File: config.mk
export PLATFORM = sky130hd
export DESIGN_NAME = ika_queue
export DESIGN_NICKNAME = d
export VERILOG_FILES = /design/src/design/ika_pkg.sv /design/src/design/ika_queue.sv
export SDC_FILE = /design/constraint.sdc
export NUM_CORES = 1
export LEC_CHECK = 0
export BUFFER_PORTS_ARGS = -buffer_cell sky130_fd_sc_hd__buf_2
export CAP_MARGIN = 30
export CORE_MARGIN = 1.5
export CORE_UTILIZATION = 51
export DETAILED_ROUTE_END_ITERATION = 12
export GPL_ROUTABILITY_DRIVEN = 0
export PLACE_DENSITY = 0.74
export SLEW_MARGIN = 20
export SYNTH_ARGS = -nofsm -noshare
export SYNTH_HDL_FRONTEND = slang
export SYNTH_SLANG_ARGS = --single-unit
File: constraint.sdc
create_clock -name clock -period 3.73 [get_ports clock]
set_clock_uncertainty 0.1 [all_clocks]
set_input_delay 0.373 -clock clock [delete_from_list [all_inputs] [get_ports clock]]
set_output_delay 0.373 -clock clock [all_outputs]
set_load 0.03 [all_outputs]
File: src/design/ika_pkg.sv
package ika_pkg;

   // datapath widths
   localparam int CW = 36;          // CORDIC x/y
   localparam int ZW = 26;          // angle accumulator, Q16 degrees
   localparam int SQW = 62;         // square root remainder/root
   localparam int NW = 50;          // cosine numerator magnitude
   localparam int DW = 48;          // cosine denominator
   localparam int QW = 30;          // cosine quotient bits

   localparam int DSQ_STEPS = 24;   // root bits of d
   localparam int DIV_STEPS = 30;
   localparam int ASQ_STEPS = 31;   // root bits of sin in Q30

   localparam int QDEPTH = 4;
   localparam int QAW = 2;

   localparam logic signed [ZW-1:0] DEG180_Q16 = ZW'(11796480);
   localparam logic signed [ZW-1:0] DEG90_Q16 = ZW'(5898240);
   localparam logic [30:0] ONE_Q30 = 31'h4000_0000;
   localparam logic signed [17:0] OUT_MAX = 18'sd46080;
   localparam logic signed [17:0] OUT_MIN = -18'sd46080;
   localparam logic signed [17:0] OUT_ZERO = 18'sd0;

   localparam logic [1:0] ST_IN_REACH = 2'd0;
   localparam logic [1:0] ST_MAX_REACH = 2'd1;
   localparam logic [1:0] ST_MIN_REACH = 2'd2;

   localparam logic REG_UPPER = 1'b0;
   localparam logic REG_LOWER = 1'b1;

   typedef struct packed {
      logic signed [15:0] x;
      logic signed [15:0] y;
      logic [14:0] l1;
      logic [14:0] l2;
      logic [15:0] sum;
      logic [14:0] dif;
      logic [31:0] s;
      logic [1:0] status;
   } entry_type;

   typedef struct packed {
      logic signed [CW-1:0] x;
      logic signed [CW-1:0] y;
      logic signed [ZW-1:0] z;
   } cordic_type;

   typedef struct packed {
      logic [SQW-1:0] v;
      logic [SQW-1:0] r;
   } sq_type;

   typedef struct packed {
      logic [NW-1:0] n;
      logic [DW-1:0] den;
      logic [QW-1:0] q;
      logic neg;
      logic sat;
   } div_type;

   typedef struct packed {
      logic [1:0] st;
      logic base_zero;
      cordic_type bc;
      logic [15:0] sum;
      logic [14:0] dif;
      logic [22:0] a;
      logic [22:0] b;
      sq_type dsq;
      logic [23:0] d;
      logic [45:0] aa;
      logic [45:0] bb;
      logic [47:0] dd;
      logic [46:0] ad;
      logic [45:0] ab;
      div_type sdiv;
      div_type ediv;
      logic signed [31:0] s_c;
      logic signed [31:0] e_c;
      sq_type ssq;
      sq_type esq;
      cordic_type sc;
      cordic_type ec;
   } ctx_type;

   function automatic logic signed [ZW-1:0] atan_q16(int unsigned i);
      logic signed [ZW-1:0] t;
      case (i)
         0: t = ZW'(2949120);
         1: t = ZW'(1740967);
         2: t = ZW'(919879);
         3: t = ZW'(466945);
         4: t = ZW'(234379);
         5: t = ZW'(117304);
         6: t = ZW'(58666);
         7: t = ZW'(29335);
         8: t = ZW'(14668);
         9: t = ZW'(7334);
         10: t = ZW'(3667);
         11: t = ZW'(1833);
         12: t = ZW'(917);
         13: t = ZW'(458);
         14: t = ZW'(229);
         15: t = ZW'(115);
         16: t = ZW'(57);
         17: t = ZW'(29);
         18: t = ZW'(14);
         19: t = ZW'(7);
         20: t = ZW'(4);
         21: t = ZW'(2);
         22: t = ZW'(1);
         default: t = '0;
      endcase
      return t;
   endfunction

   // fold the left half plane onto the right one
   function automatic cordic_type cordic_init(logic signed [CW-1:0] x, logic signed [CW-1:0] y);
      cordic_type c;
      c.x = x;
      c.y = y;
      c.z = '0;
      if (x < 0) begin
         c.z = (y >= 0) ? DEG180_Q16 : -DEG180_Q16;
         c.x = -x;
         c.y = -y;
      end
      return c;
   endfunction

   function automatic cordic_type cordic_step(cordic_type c, int unsigned i);
      cordic_type n;
      logic signed [CW-1:0] sx;
      logic signed [CW-1:0] sy;
      sx = c.x >>> i;
      sy = c.y >>> i;
      if (c.y > 0) begin
         n.x = c.x + sy;
         n.y = c.y - sx;
         n.z = c.z + atan_q16(i);
      end else begin
         n.x = c.x - sy;
         n.y = c.y + sx;
         n.z = c.z - atan_q16(i);
      end
      return n;
   endfunction

   // one root digit, trial weight 4^k
   function automatic sq_type sqrt_step(sq_type s, int unsigned k);
      sq_type n;
      logic [SQW-1:0] b;
      logic [SQW-1:0] t;
      b = SQW'(1) << (2 * k);
      t = s.r + b;
      if (s.v >= t) begin
         n.v = s.v - t;
         n.r = (s.r >> 1) + b;
      end else begin
         n.v = s.v;
         n.r = s.r >> 1;
      end
      return n;
   endfunction

   function automatic div_type div_step(div_type d);
      div_type n;
      logic [NW-1:0] t;
      n = d;
      if (!d.sat) begin
         t = {d.n[NW-2:0], 1'b0};
         n.q = {d.q[QW-2:0], 1'b0};
         if (t >= NW'(d.den)) begin
            t = t - NW'(d.den);
            n.q[0] = 1'b1;
         end
         n.n = t;
      end
      return n;
   endfunction

   // round half up to 1/256 degree, then clamp
   function automatic logic signed [17:0] to_out(logic signed [ZW:0] q,
                                                 logic signed [17:0] lo,
                                                 logic signed [17:0] hi);
      logic signed [ZW:0] t;
      logic signed [17:0] r;
      t = (q + (ZW+1)'(128)) >>> 8;
      if (t < (ZW+1)'(lo)) begin
         r = lo;
      end else if (t > (ZW+1)'(hi)) begin
         r = hi;
      end else begin
         r = t[17:0];
      end
      return r;
   endfunction

endpackage

File: src/design/ika_queue.sv
module ika_queue (
   input  logic                 clock,
   input  logic                 reset,
   input  logic                 push,
   input  ika_pkg::entry_type   push_entry,
   input  logic                 pop,
   output logic                 full,
   output logic                 empty,
   output ika_pkg::entry_type   head
);

   ika_pkg::entry_type mem_ff [ika_pkg::QDEPTH];
   logic [ika_pkg::QAW-1:0] wr_ff;
   logic [ika_pkg::QAW-1:0] rd_ff;
   logic [ika_pkg::QAW:0] cnt_ff;

   assign full = (cnt_ff == (ika_pkg::QAW+1)'(ika_pkg::QDEPTH));
   assign empty = (cnt_ff == '0);
   assign head = mem_ff[rd_ff];

   always_ff @(posedge clock) begin
      if (reset) begin
         wr_ff <= '0;
         rd_ff <= '0;
         cnt_ff <= '0;
      end else begin
         if (push) begin
            wr_ff <= wr_ff + 1'b1;
         end
         if (pop) begin
            rd_ff <= rd_ff + 1'b1;
         end
         if (push && !pop) begin
            cnt_ff <= cnt_ff + 1'b1;
         end else if (pop && !push) begin
            cnt_ff <= cnt_ff - 1'b1;
         end
      end
   end

   always_ff @(posedge clock) begin
      if (push) begin
         mem_ff[wr_ff] <= push_entry;
      end
   end

   a_no_overflow: assert property (@(posedge clock) disable iff (reset)
      push |-> !full)
      else $error("queue written while full");

   a_no_underflow: assert property (@(posedge clock) disable iff (reset)
      pop |-> !empty)
      else $error("queue read while empty");

endmodule

* Word level (Yosys, flattened, before mapping)
Memory sizes are Yosys's and may differ from the RTL's. A register that Yosys moved wholly into a read port is not among the register bits.
Index checks and enable logic that the tools add are counted.
Widths: inputs -> output; s select.
** Storage, ports and cells
- Bits in registers :: 7
- Bits in writable memories :: 508
- Output and inout port bits :: 129
- Word-level logic and storage cells :: 21
- Memories :: 1
** Memories
- mem_ff :: words 4, width 127, rd ports 1, clocked after memory_dff 1, wr ports 1, line ika_queue.sv:12 : ika_pkg::entry_type mem_ff [ika_pkg::QDEPTH];
** Cells by class
- Add/sub/neg operators :: 4
- Equal/unequal tests :: 1
- Mux-type cells :: 6
- Reductions and logical operators :: 6
** Operators with widths (count)
- $mux 3 :: 2
- $add 2x1->2 const B :: 2
- $mux 2 :: 2
- $add 3x1->3 const B :: 1
- $eq 3x3->1 const B :: 1
- $logic_not 3->1 :: 1
- $sub 3x1->3 const B :: 1
- $logic_and 1x1->1 :: 2
- $logic_not 1->1 :: 2
- $mux 1 :: 2
- $reduce_bool 2->1 :: 1

* Logic depth before layout (Yosys ltp)
- Word-level depth :: 4
- Depth in mapped cells :: 7

* Worst setup path before layout
Ideal clock, no wire load.
- Kind :: reg-to-reg
- Start point :: register wr_ff[0] (netlist name)
- End point :: memory mem_ff[0][0] (netlist name) (enable)
- Library setup time :: 0.501 ns
- Arrival time :: 3.458 ns
- Path slack :: -0.328 ns
- Stages on the path, launching flop included :: 4
- Path buffers :: 0
- Period minus slack after synthesis :: 4.058 ns
- Path through :: dfxtp_1 inv_1 ha_1 and2_1
** RTL lines
- start, declared :: line ika_queue.sv:13 : logic [ika_pkg::QAW-1:0] wr_ff;
- start signal, assigned :: line ika_queue.sv:28 : wr_ff <= wr_ff + 1'b1;
- end, declared :: line ika_queue.sv:12
No word-level cell before the write port.

==> summary.txt <==
Power and ir drop
  • VDD IR max: 0.000616 V
  • Pwr/cell area: between 500 and 600 nW/um2
  • Tot Pwr: 13.4 mW
  • LEAKAGE: 8.06 nW

Worst setup path
  • Critical Path Start Type: flop
  • Crit. End Element: primary output
  • CP cell instances: buf_12 -> mux4_2 -> buf_2
  • Worst path max stage delay: approximately 0.8 ns
  • CP required: ~3.3 ns
  • Max FO, Critical Path: 31
  • Slowest-stage cell, CP: dfxtp_4
  • WS Path Type: flop to primary output
  • Worst path top cell family by delay: flip-flops
  • Worst endpoint data arrival time: approximately 2.5 ns
  • CP Buf/Inv Count: 2

STA
  • Setup violators final: 0
  • Worst-Margin Slew: between 0.9 and 1 ns
  • Period minus WS final: 3.00 ns
  • Min setup slack post-route: around 0.73 ns
  • Total negative slack: 0 ns
  • Final-report max-slew violation count: 0
  • Hold_ws: about 0.060 ns
  • RSZ-0062 raised after global routing: no
  • F_max: about 330 MHz
  • Crit share post-route: 80.5%
  • Final Hold Fails: 0
  • Rel. slew slack: 38.1%

Synth
  • Post-Syn Instances: about 710
  • Sequential share of the synthesized area: between 80 and 90%
  • Mean post-synth cell area: roughly 26 um2
  • Post-synthesis net count: between 800 and 900
  • Yosys top cell area share: approximately four fifths
  • Cell Area, Synth: 18700 um2
  • Area contributors post-synth: edfxtp_1, mux4_2, dfxtp_1
  • Synth warn: 0
  • Yosys cell types: 22
  • Dominant cell type by area after synthesis: edfxtp_1
  • Yosys reg bits: around 520

Cells and area
  • Post-layout util: between 60% and 70%
  • Most frequent cells in the layout: edfxtp_1, buf_2, dlygate4sd3_1, mux4_2, clkbuf_16
  • Fin area: between 20000 and 25000 um2
  • Final Non-Filler Cells: between 1500 and 2000
  • Share of cells above drive strength 1: about two fifths
  • Synthesis-to-finish area growth: 26.3%
  • Commonest non-fill, non-tap cell in the layout: edfxtp_1
  • Nets@finish: roughly 1300

Floorplanning
  • Die W: 195 um
  • FP Rows: between 60 and 70
  • Starting Density: between 50 and 60%
  • Io pins: 260
  • Die H: 195 um
  • Die area: 37900 um2
  • Area of the core: 35800 um2

Hold path
  • Worst Hold Class: input port to flop

Placed design
  • DPL Wire Length: between 20 and 25 mm
  • Post-placement cell area: between 20000 and 25000 um2
  • PortBufs: around 260
  • Setup Slack @ Placement: roughly 1.3 ns
  • Placed insts: ~1400

GRT
  • Initial antenna violation count: 0
  • Total gr overflow: 0
  • Vias in the first global route: a little under 10000
  • Global-route usage over all layers: 19.6%
  • First-pass GRT wire length: 55.9 mm
  • Largest net degree at the start of global routing: 128

Clock tree
  • # clock sinks: roughly 520
  • Worst-path clk slew: approximately 0.060 ns
  • Number of buffers created by CTS: 52
  • Post-CTS Hold Fix Bufs: 130
  • Post-CTS Setup Inserts: 0
  • Clock Tree Buf Depth: 3
  • CTS tree: built
  • Post-cts sizing count: 0
  • Clk_lat worst skew: about 0.56 ns
  • CTS HTree Levels: 2
  • CTS Root Cell: clkbuf_16

Detailed routing
  • First-pass DRT Iterations: 5
  • DRC viols: 0
  • Final WL: approximately 36 mm
  • Vias: 8880
  • Vias per cell: ~5.4
  • Initial DRC Count: around 570
  • Routed WL per cell: ~22 um
  • Remaining antenna violation count after routing: 0

Status
  • Status: finished, final reports clean

Flow run
  • MaxCap Viol Count: 0
-- tightest hold or removal path, cell delays in order --
cell	delay [ns]
buf_2	0.16
xnor2_1	0.08
nor2_1	0.07
-- sequential cells by signal, summed over array words and instances, names as in the netlist, named ones only --
| name | cells |
|---|---|
| cnt_ff | 3 |
| wr_ff | 2 |
| rd_ff | 2 |
| mem_ff | 508 |
-- logic make-up (layout without fill, tap and decap cells) --
logic type | after synthesis | in the layout | synth area share [%]
buffers and inverters | 33 | 505 | 1.06
AND/OR/NAND/NOR | 15 | 15 | 0.394
other | 0 | 1 | 0
XOR/XNOR | 5 | 5 | 0.234
flip-flops | 517 | 517 | 82.4
AO/OA/AOI/OAI | 2 | 2 | 0.0534
multiplexers | 129 | 129 | 15.4
adder cells (fa/ha/maj) | 6 | 6 | 0.441
-- final timing paths --
path                               start                        to  slack, ns  cells after the start
setup / recovery                    flop                  head[86]       0.73                      3
hold / removal                      push     wr_ff[0]$_SDFFE_PP0P_       0.06                      3
setup reg to reg   wr_ff[0]$_SDFFE_PP0P_  mem_ff[0][106]$_DFFE_PP_       1.54                      4
hold reg to reg   cnt_ff[2]$_SDFFE_PP0P_    cnt_ff[2]$_SDFFE_PP0P_       0.40                      2
-- final cells by class --
type	instances	area [um2]
clock inverter	25	254
antenna	1	2.50
timing repair buffer	406	2840
fill	2221	12200
sequential	517	15400
multi-input combinational	157	3100
inverter	4	15.0
tap	461	577
clock buffer	70	1410
-- report_power, final --
group,total [mW],switching [mW],leakage (nW),internal (mW)
Combinational,1.66,1.01,2.51,0.652
Sequential,6.76,0.0855,4.74,6.68
Clock,5.03,2.03,0.808,2.99
-- layer usage --
| metal | up-vias | share of wire, % | GRT usage, % |
|---|---|---|---|
| li1 | 3929 | - | - |
| met1 | 4584 | 41 | 26.0 |
| met2 | 327 | 49 | 31.4 |
| met3 | 40 | 8.9 | 6.92 |
| met4 | 0 | 1.2 | 4.48 |
| met5 | - | 0 | 0 |
-- synth_stat cells, drive strengths merged --
| cell type | count |
|---|---|
| edfxtp | 508 |
| nor3 | 1 |
| mux4 | 127 |
| xor2 | 3 |
| a21oi | 1 |
| mux2i | 2 |
| dfxtp | 9 |
| inv | 4 |
| or3 | 1 |
| nor3b | 1 |
| o21ai | 1 |
| xnor2 | 2 |
| fa | 1 |
| and2 | 4 |
| clkbuf | 8 |
| nor2 | 7 |
| buf | 21 |
| ha | 5 |
| nand2 | 1 |
Note: power is estimated with default switching activity, not from simulation.
