`src/design/ika_pkg.sv`:
```
package ika_pkg;

   // datapath widths
   localparam int CW = 36;          // CORDIC x/y
   localparam int ZW = 26;          // angle accumulator, Q16 degrees
   localparam int SQW = 62;         // square root remainder/root
   localparam int NW = 50;          // cosine numerator magnitude
   localparam int DW = 48;          // cosine denominator
   localparam int QW = 30;          // cosine quotient bits

   localparam int DSQ_STEPS = 24;   // root bits of d
   localparam int DIV_STEPS = 30;
   localparam int ASQ_STEPS = 31;   // root bits of sin in Q30

   localparam int QDEPTH = 4;
   localparam int QAW = 2;

   localparam logic signed [ZW-1:0] DEG180_Q16 = ZW'(11796480);
   localparam logic signed [ZW-1:0] DEG90_Q16 = ZW'(5898240);
   localparam logic [30:0] ONE_Q30 = 31'h4000_0000;
   localparam logic signed [17:0] OUT_MAX = 18'sd46080;
   localparam logic signed [17:0] OUT_MIN = -18'sd46080;
   localparam logic signed [17:0] OUT_ZERO = 18'sd0;

   localparam logic [1:0] ST_IN_REACH = 2'd0;
   localparam logic [1:0] ST_MAX_REACH = 2'd1;
   localparam logic [1:0] ST_MIN_REACH = 2'd2;

   localparam logic REG_UPPER = 1'b0;
   localparam logic REG_LOWER = 1'b1;

   typedef struct packed {
      logic signed [15:0] x;
      logic signed [15:0] y;
      logic [14:0] l1;
      logic [14:0] l2;
      logic [15:0] sum;
      logic [14:0] dif;
      logic [31:0] s;
      logic [1:0] status;
   } entry_type;

   typedef struct packed {
      logic signed [CW-1:0] x;
      logic signed [CW-1:0] y;
      logic signed [ZW-1:0] z;
   } cordic_type;

   typedef struct packed {
      logic [SQW-1:0] v;
      logic [SQW-1:0] r;
   } sq_type;

   typedef struct packed {
      logic [NW-1:0] n;
      logic [DW-1:0] den;
      logic [QW-1:0] q;
      logic neg;
      logic sat;
   } div_type;

   typedef struct packed {
      logic [1:0] st;
      logic base_zero;
      cordic_type bc;
      logic [15:0] sum;
      logic [14:0] dif;
      logic [22:0] a;
      logic [22:0] b;
      sq_type dsq;
      logic [23:0] d;
      logic [45:0] aa;
      logic [45:0] bb;
      logic [47:0] dd;
      logic [46:0] ad;
      logic [45:0] ab;
      div_type sdiv;
      div_type ediv;
      logic signed [31:0] s_c;
      logic signed [31:0] e_c;
      sq_type ssq;
      sq_type esq;
      cordic_type sc;
      cordic_type ec;
   } ctx_type;

   function automatic logic signed [ZW-1:0] atan_q16(int unsigned i);
      logic signed [ZW-1:0] t;
      case (i)
         0: t = ZW'(2949120);
         1: t = ZW'(1740967);
         2: t = ZW'(919879);
         3: t = ZW'(466945);
         4: t = ZW'(234379);
         5: t = ZW'(117304);
         6: t = ZW'(58666);
         7: t = ZW'(29335);
         8: t = ZW'(14668);
         9: t = ZW'(7334);
         10: t = ZW'(3667);
         11: t = ZW'(1833);
         12: t = ZW'(917);
         13: t = ZW'(458);
         14: t = ZW'(229);
         15: t = ZW'(115);
         16: t = ZW'(57);
         17: t = ZW'(29);
         18: t = ZW'(14);
         19: t = ZW'(7);
         20: t = ZW'(4);
         21: t = ZW'(2);
         22: t = ZW'(1);
         default: t = '0;
      endcase
      return t;
   endfunction

   // fold the left half plane onto the right one
   function automatic cordic_type cordic_init(logic signed [CW-1:0] x, logic signed [CW-1:0] y);
      cordic_type c;
      c.x = x;
      c.y = y;
      c.z = '0;
      if (x < 0) begin
         c.z = (y >= 0) ? DEG180_Q16 : -DEG180_Q16;
         c.x = -x;
         c.y = -y;
      end
      return c;
   endfunction

   function automatic cordic_type cordic_step(cordic_type c, int unsigned i);
      cordic_type n;
      logic signed [CW-1:0] sx;
      logic signed [CW-1:0] sy;
      sx = c.x >>> i;
      sy = c.y >>> i;
      if (c.y > 0) begin
         n.x = c.x + sy;
         n.y = c.y - sx;
         n.z = c.z + atan_q16(i);
      end else begin
         n.x = c.x - sy;
         n.y = c.y + sx;
         n.z = c.z - atan_q16(i);
      end
      return n;
   endfunction

   // one root digit, trial weight 4^k
   function automatic sq_type sqrt_step(sq_type s, int unsigned k);
      sq_type n;
      logic [SQW-1:0] b;
      logic [SQW-1:0] t;
      b = SQW'(1) << (2 * k);
      t = s.r + b;
      if (s.v >= t) begin
         n.v = s.v - t;
         n.r = (s.r >> 1) + b;
      end else begin
         n.v = s.v;
         n.r = s.r >> 1;
      end
      return n;
   endfunction

   function automatic div_type div_step(div_type d);
      div_type n;
      logic [NW-1:0] t;
      n = d;
      if (!d.sat) begin
         t = {d.n[NW-2:0], 1'b0};
         n.q = {d.q[QW-2:0], 1'b0};
         if (t >= NW'(d.den)) begin
            t = t - NW'(d.den);
            n.q[0] = 1'b1;
         end
         n.n = t;
      end
      return n;
   endfunction

   // round half up to 1/256 degree, then clamp
   function automatic logic signed [17:0] to_out(logic signed [ZW:0] q,
                                                 logic signed [17:0] lo,
                                                 logic signed [17:0] hi);
      logic signed [ZW:0] t;
      logic signed [17:0] r;
      t = (q + (ZW+1)'(128)) >>> 8;
      if (t < (ZW+1)'(lo)) begin
         r = lo;
      end else if (t > (ZW+1)'(hi)) begin
         r = hi;
      end else begin
         r = t[17:0];
      end
      return r;
   endfunction

endpackage

```
`src/design/ika_front.sv`:
```
module ika_front (
   input  logic                 clock,
   input  logic                 reset,
   input  logic                 req_tvalid,
   output logic                 req_tready,
   input  logic [31:0]          req_tdata,     // target_x, target_y
   input  logic [14:0]          upper_len,
   input  logic [14:0]          lower_len,
   input  logic                 q_full,
   output logic                 push,
   output ika_pkg::entry_type   push_entry
);

   logic v1_ff;
   logic signed [15:0] x1_ff;
   logic signed [15:0] y1_ff;
   logic [14:0] l1_ff;
   logic [14:0] l2_ff;

   logic v2_ff;
   ika_pkg::entry_type ent2_ff;
   ika_pkg::entry_type ent2_in;
   logic [31:0] sumsq_ff;
   logic [31:0] sumsq_in;
   logic [29:0] difsq_ff;
   logic [29:0] difsq_in;

   logic rdy2;
   logic signed [31:0] xx;
   logic signed [31:0] yy;

   assign rdy2 = !v2_ff || !q_full;
   assign req_tready = !v1_ff || rdy2;

   always_comb begin
      xx = 32'(x1_ff) * 32'(y1_ff - y1_ff + x1_ff);
      yy = 32'(y1_ff) * 32'(y1_ff);
      ent2_in.x = x1_ff;
      ent2_in.y = y1_ff;
      ent2_in.l1 = l1_ff;
      ent2_in.l2 = l2_ff;
      ent2_in.sum = 16'(l1_ff) + 16'(l2_ff);
      ent2_in.dif = (l1_ff > l2_ff) ? (l1_ff - l2_ff) : (l2_ff - l1_ff);
      ent2_in.s = $unsigned(xx) + $unsigned(yy);
      ent2_in.status = ika_pkg::ST_IN_REACH;
      sumsq_in = 32'(ent2_in.sum) * 32'(ent2_in.sum);
      difsq_in = 30'(ent2_in.dif) * 30'(ent2_in.dif);
   end

   always_ff @(posedge clock) begin
      if (reset) begin
         v1_ff <= 1'b0;
         v2_ff <= 1'b0;
      end else begin
         if (req_tready) begin
            v1_ff <= req_tvalid;
         end
         if (rdy2) begin
            v2_ff <= v1_ff;
         end
      end
   end

   // a zero link register acts as one
   always_ff @(posedge clock) begin
      if (req_tready) begin
         x1_ff <= req_tdata[15:0];
         y1_ff <= req_tdata[31:16];
         l1_ff <= (upper_len == '0) ? 15'd1 : upper_len;
         l2_ff <= (lower_len == '0) ? 15'd1 : lower_len;
      end
      if (rdy2) begin
         ent2_ff <= ent2_in;
         sumsq_ff <= sumsq_in;
         difsq_ff <= difsq_in;
      end
   end

   always_comb begin
      push_entry = ent2_ff;
      if (ent2_ff.s > sumsq_ff) begin
         push_entry.status = ika_pkg::ST_MAX_REACH;
      end else if (ent2_ff.s < 32'(difsq_ff) || ent2_ff.s == '0) begin
         push_entry.status = ika_pkg::ST_MIN_REACH;
      end else begin
         push_entry.status = ika_pkg::ST_IN_REACH;
      end
   end

   assign push = v2_ff && !q_full;

   a_hold_when_full: assert property (@(posedge clock) disable iff (reset)
      v2_ff && q_full |=> v2_ff)
      else $error("front dropped a word while the queue was full");

endmodule

```
`config.mk`:
```
export PLATFORM = sky130hd
export DESIGN_NAME = ika_front
export DESIGN_NICKNAME = d
export VERILOG_FILES = /design/src/design/ika_pkg.sv /design/src/design/ika_front.sv
export SDC_FILE = /design/constraint.sdc
export NUM_CORES = 2
export LEC_CHECK = 0
export BUFFER_PORTS_ARGS = -buffer_cell sky130_fd_sc_hd__buf_4
export CAP_MARGIN = 25
export CORE_ASPECT_RATIO = 1.1
export CORE_UTILIZATION = 45
export CTS_CLUSTER_SIZE = 10
export DETAILED_ROUTE_END_ITERATION = 16
export PLACE_DENSITY_LB_ADDON = 0.12
export REMOVE_ABC_BUFFERS = 1
export SETUP_SLACK_MARGIN = 0.05
export SYNTH_ARGS = -nofsm -noshare
export SYNTH_HDL_FRONTEND = slang
export SYNTH_SLANG_ARGS = --single-unit
```
`constraint.sdc`:
```
create_clock -name clock -period 20.3 [get_ports clock]
set_input_delay 1.015 -clock clock [delete_from_list [all_inputs] [get_ports clock]]
set_output_delay 1.015 -clock clock [all_outputs]
set_load 0.01 [all_outputs]
```
Word-level counts from Yosys, hierarchy flattened
Index checks and enable logic that the tools add are counted.
W data, S select, Z words.
{"block": "totals", "word_cells": 41, "in_bits": 66, "regBits": 251, "out_inout_bits": 129}
{"block": "op_classes", "add_sub_neg": 6, "magnitude_cmp": 3, "n_mul": 4, "muxes": 3, "n_reduce_logical": 10}
{"operator": "$mul A16 B16 Y32", "count": 2}
{"operator": "$add A32 B32 Y32", "count": 1}
{"operator": "$gt A32 B32 Y1", "count": 1}
{"operator": "$logic_not A32 Y1", "count": 1}
{"operator": "$lt A32 B30 Y1", "count": 1}
{"operator": "$mul A16 B18 Y32", "count": 1}
{"operator": "$logic_not A15 Y1", "count": 2}
{"operator": "$mul A15 B15 Y30", "count": 1}
{"operator": "$sub A15 B15 Y15", "count": 2}
{"operator": "$add A17 B16 Y18", "count": 1}
{"operator": "$sub A16 B16 Y17", "count": 1}
{"operator": "$add A15 B15 Y16", "count": 1}
{"operator": "$gt A15 B15 Y1", "count": 1}
{"operator": "$mux W15", "count": 1}
{"operator": "$mux W2", "count": 2}
{"operator": "$logic_not A1 Y1", "count": 3}
{"operator": "$logic_or A1 B1 Y1", "count": 3}
{"operator": "$logic_and A1 B1 Y1", "count": 1}

Depth between registers and ports, before layout
{"block": "logic_depth", "depth_word": 4, "depth_mapped": 40, "mapped_depth_nobuf": 39}

Least setup slack after synthesis
Ideal clock, no wire load.
{"block": "synth_path", "kind": "reg2reg", "from": "register y1_ff[1]", "to": "register ent2_ff, in the netlist push_entry[32], data pin", "required_ps": 20042, "n_path_buf": 0, "stages_incl_launch_ff": 39, "setup_slack_ps": 10430, "setup_time_ps": 258, "period_less_slack_ps": 9870, "arrival_time_ps": 9612, "path_cell_list": "edfxtp_1 -> clkinv_1 -> ha_1 -> xnor2_1 -> inv_1 -> fa_1 -> nand3_1 -> a211oi_1 -> o32a_1 -> nand4_1 -> nand4b_1 -> a21oi_1 -> xnor2_1 -> and2_1 -> fa_1 -> inv_1 -> fa_1 -> fa_1 -> (+3 left out) -> inv_1 -> fa_1 -> inv_1 -> fa_1 -> inv_1 -> fa_1 -> inv_1 -> ha_1 -> a21o_1 -> a21o_1 -> a21o_1 -> a311o_1 -> a31oi_1 -> o21ai_1 -> a2111oi_0 -> o21bai_1 -> a21oi_1 -> xnor2_1"}
{"item": "start, declared", "line": "ika_front.sv:16", "source": "logic signed [15:0] y1_ff;"}
{"item": "start signal, assigned", "line": "ika_front.sv:68", "source": "y1_ff <= req_tdata[31:16];"}
{"item": "end signal, assigned", "line": "ika_front.sv:73", "source": "ent2_ff <= ent2_in;"}
{"item": "end, declared", "line": "ika_front.sv:21", "source": "ika_pkg::entry_type ent2_ff;"}

==> results.yml <==
placement:
  routabilityCongestion: 0.903
  io_buffers: 194
  place_hpwl_um: 94600
final_layout:
  drive_gt1_share_pct: 8.09
  fill_cells: 9327
  area_delta_synth_final_pct: 9.59
  final_nets: 6115
critical_path:
  crit_path_max_incr_delay_ps: 730
  ff2ff_setup_slack_ps: 8870
  crit_slowest_cell: "edfxtp_1"
  worst_path_most_repeated_cell: "fa_1"
  criticalPathCategory: "register to register"
  cp.required_ps: 20650
  cp.arrival_ps: 11770
  cp_max_fo: 15
  cp-end-kind: "register"
  cp-start-kind: "register"
  r2r_start: "y1_ff[4]$_DFFE_PP_"
  reg2reg_to: "push_entry[32]$_DFFE_PP_"
  reg2reg_depth: 38
cts:
  cts.sinks: 246
  root_buffer: "clkbuf_16"
  tritoncts: "yes"
  htreeDepth: 2
  clock_path_buffers: 3
  clk_pin_slew_worst_paths_ps: 60
  cts_resized: 0
  cts_buffers: 35
  hold_buffers: 0
  clkLatencyLatePin_ps: 610
  post_cts_buffers: 0
floorplanning:
  die_w_um: 303
  pin_count: 195
  core_mm2: 0.0989
  start_util_pct: 45.4
  dieArea_mm2: 0.101
  rows: 121
  die_h_um: 333
global_routing:
  grt_pass1_vias: 32600
  track_usage_pct: 24.1
  grt_pass1_wl_um: 184000
  antenna_found_initial: 2
  grt_overflow: 0
  grt_max_degree: 66
outcome:
  outcome: "finished clean"
sta:
  hold_violations: 0
  skew_ps: 30.4
  worstMarginPinSlew_ps: 1050
  final-max-slew-violation-count: 0
  fmax_mhz: 87.5
  setup_violations: 0
  maxSlewHeadroom_pct: 29.8
  rsz0062_at_grt: "no"
  setup-tns-final_ps: 0
  fin_crit_ps: 11430
  period_share_pct: 56.3
routing:
  drt-initial-drc-count: 1680
  wl_per_cell_um: 19.2
  wirelength_um: 115000
  vias: 30300
  viasPerCell: 5.04
  dr.pass1.iters: 5
  ant_nets: 0
  drc: 0
worst_hold_path:
  hold_start: "l1_ff[12]$_SDFFCE_PN0P_"
  holdCritPathClass: "register to register"
  min_path_cells: 0
  whs_endpoint: "push_entry[92]$_DFFE_PP_"
yosys:
  async_reset_ff_share_pct: 0
  synth-seq-cells: 246
  synth_top_area_share_pct: 38.7
  synth.area.top_cells: "fa_1, edfxtp_1, ha_1"
  ys.warnings.count: 0
  yosysSeqAreaShare_pct: 16.4
  synth-edff-count: 244
  synth_area_mm2: 0.0449
  syn-instance-count: 4522
  ys_types: 81
  yosys_most_used_dff: "edfxtp_1"
  synth_top_area_cell: "fa_1"
  synth_area_per_cell_um2: 9.93
flow_run:
  max-cap-violations: 0
-- cell usage after synthesis, types with 3 or more instances --
master,instances
ha_1,479
a221oi_1,5
o21bai_1,15
nor2b_1,22
edfxtp_1,244
and2_1,208
clkbuf_1,101
a21o_1,85
xnor2_2,7
xnor2_1,110
mux2_2,4
buf_2,16
inv_1,1239
and4_1,3
a211oi_1,9
xor2_1,56
clkinv_1,16
mux2i_1,9
nand4_1,24
nand3b_1,3
fa_1,869
a31oi_1,9
buf_1,5
and3_1,10
o31ai_1,8
o211ai_1,9
inv_2,8
nand2b_1,30
a21oi_1,126
or3_1,7
o2111ai_1,4
nor3_1,20
o21a_1,15
o41ai_1,3
o21ai_0,47
a41o_1,6
or2_2,22
a2111oi_0,5
o221ai_1,3
nand2_1,278
nor4_1,16
nor2_1,295
nand3_1,21
nand4b_1,4
-- sequential cells by signal, summed over array words and instances (netlist names) --
| name | count |
|---|---|
| y1_ff | 16 |
| l2_ff | 15 |
| v1_ff | 1 |
| v2_ff | 1 |
| sumsq_ff | 30 |
| l1_ff | 15 |
| difsq_ff | 28 |
| push_entry | 124 |
| x1_ff | 16 |
-- kinds of logic after synthesis --
kind of cell	count (synthesis)	share of synthesized area [%]
flip-flops	246	16.4
XOR/XNOR	174	3.53
AO/OA/AOI/OAI	380	5.63
AND/OR/NAND/NOR	972	10.3
multiplexers	13	0.301
buffers and inverters	1389	11.7
adder cells (fa/ha/maj)	1348	52.1
-- routing by layer --
metal	wire [µm]	global-route usage (%)	up-vias
met1	50300	32.9	15400
li1	-	-	14000
met2	54500	39.2	772
met3	6940	3.90	154
met4	3740	7.28	2
met5	12	0	-
-- per-stage QoR --
step                hold WS (ps)  instance area [µm²]  util (%)  std cells  setup slack, ps
floorplan                    438                44400         -       4396             9690
global placement             498                48100      48.6       5953             9120
detailed placement           508                48100      48.6       5954             9030
CTS                          517                49200      49.8       6011             9010
global route                 528                49200      49.8       6012             8180
finish                       517                49200      49.8       6013             8870
-- worst max-delay path, delay by kind of cell, from the launching register on --
family	cells	cell delay (ps)
AOI/OAI and AO/OA	13	3400
xor gates and xnor gates	2	240
adders and majority gates	11	5120
buffers and inverters	7	820
DFF	1	730
and+or+nand+nor	5	860
-- final cells by class --
cell class	instances	area [µm²]	area share, %
timing repair buffer	268	2030	4.13
sequential	246	7370	15.0
inverter	1263	4740	9.63
clock inverter	15	199	0.404
clock buffer	42	902	1.83
tap	1291	1620	3.28
antenna	1	2.50	0.00508
multi-input combinational	2887	32400	65.7
-- cells in the final DEF, fill, tap and decap left out, types with 20 or more instances in the layout --
master,Yosys,final
inv_1,1239,1239
nand4_1,24,24
buf_4,2,267
nor3_1,20,20
xor2_1,56,56
o21ai_0,47,47
a21oi_1,126,124
nand3_1,21,20
ha_1,479,479
clkbuf_16,0,35
nand2b_1,30,30
xnor2_1,110,104
edfxtp_1,244,244
or2_2,22,22
fa_1,869,869
nor2_1,295,295
a21o_1,85,85
nor2b_1,22,22
and2_1,208,208
nand2_1,278,277
-- how the worst max path moves through the flow --
stage,cells after the start,slack [ps],end,start
final,38,8870,push_entry[32]$_DFFE_PP_,y1_ff[4]$_DFFE_PP_
after global routing,38,8180,push_entry[32]$_DFFE_PP_,y1_ff[4]$_DFFE_PP_
after global placement,38,9120,push_entry[32]$_DFFE_PP_,y1_ff[4]$_DFFE_PP_
after floorplan,38,9690,push_entry[32]$_DFFE_PP_,y1_ff[1]$_DFFE_PP_
after CTS,38,9010,push_entry[32]$_DFFE_PP_,y1_ff[4]$_DFFE_PP_
after detailed placement,38,9030,push_entry[32]$_DFFE_PP_,y1_ff[4]$_DFFE_PP_
Power is left out: the tool's default activity adds up to more than one toggle a clock period on the data nets, which glitch-free logic cannot reach.
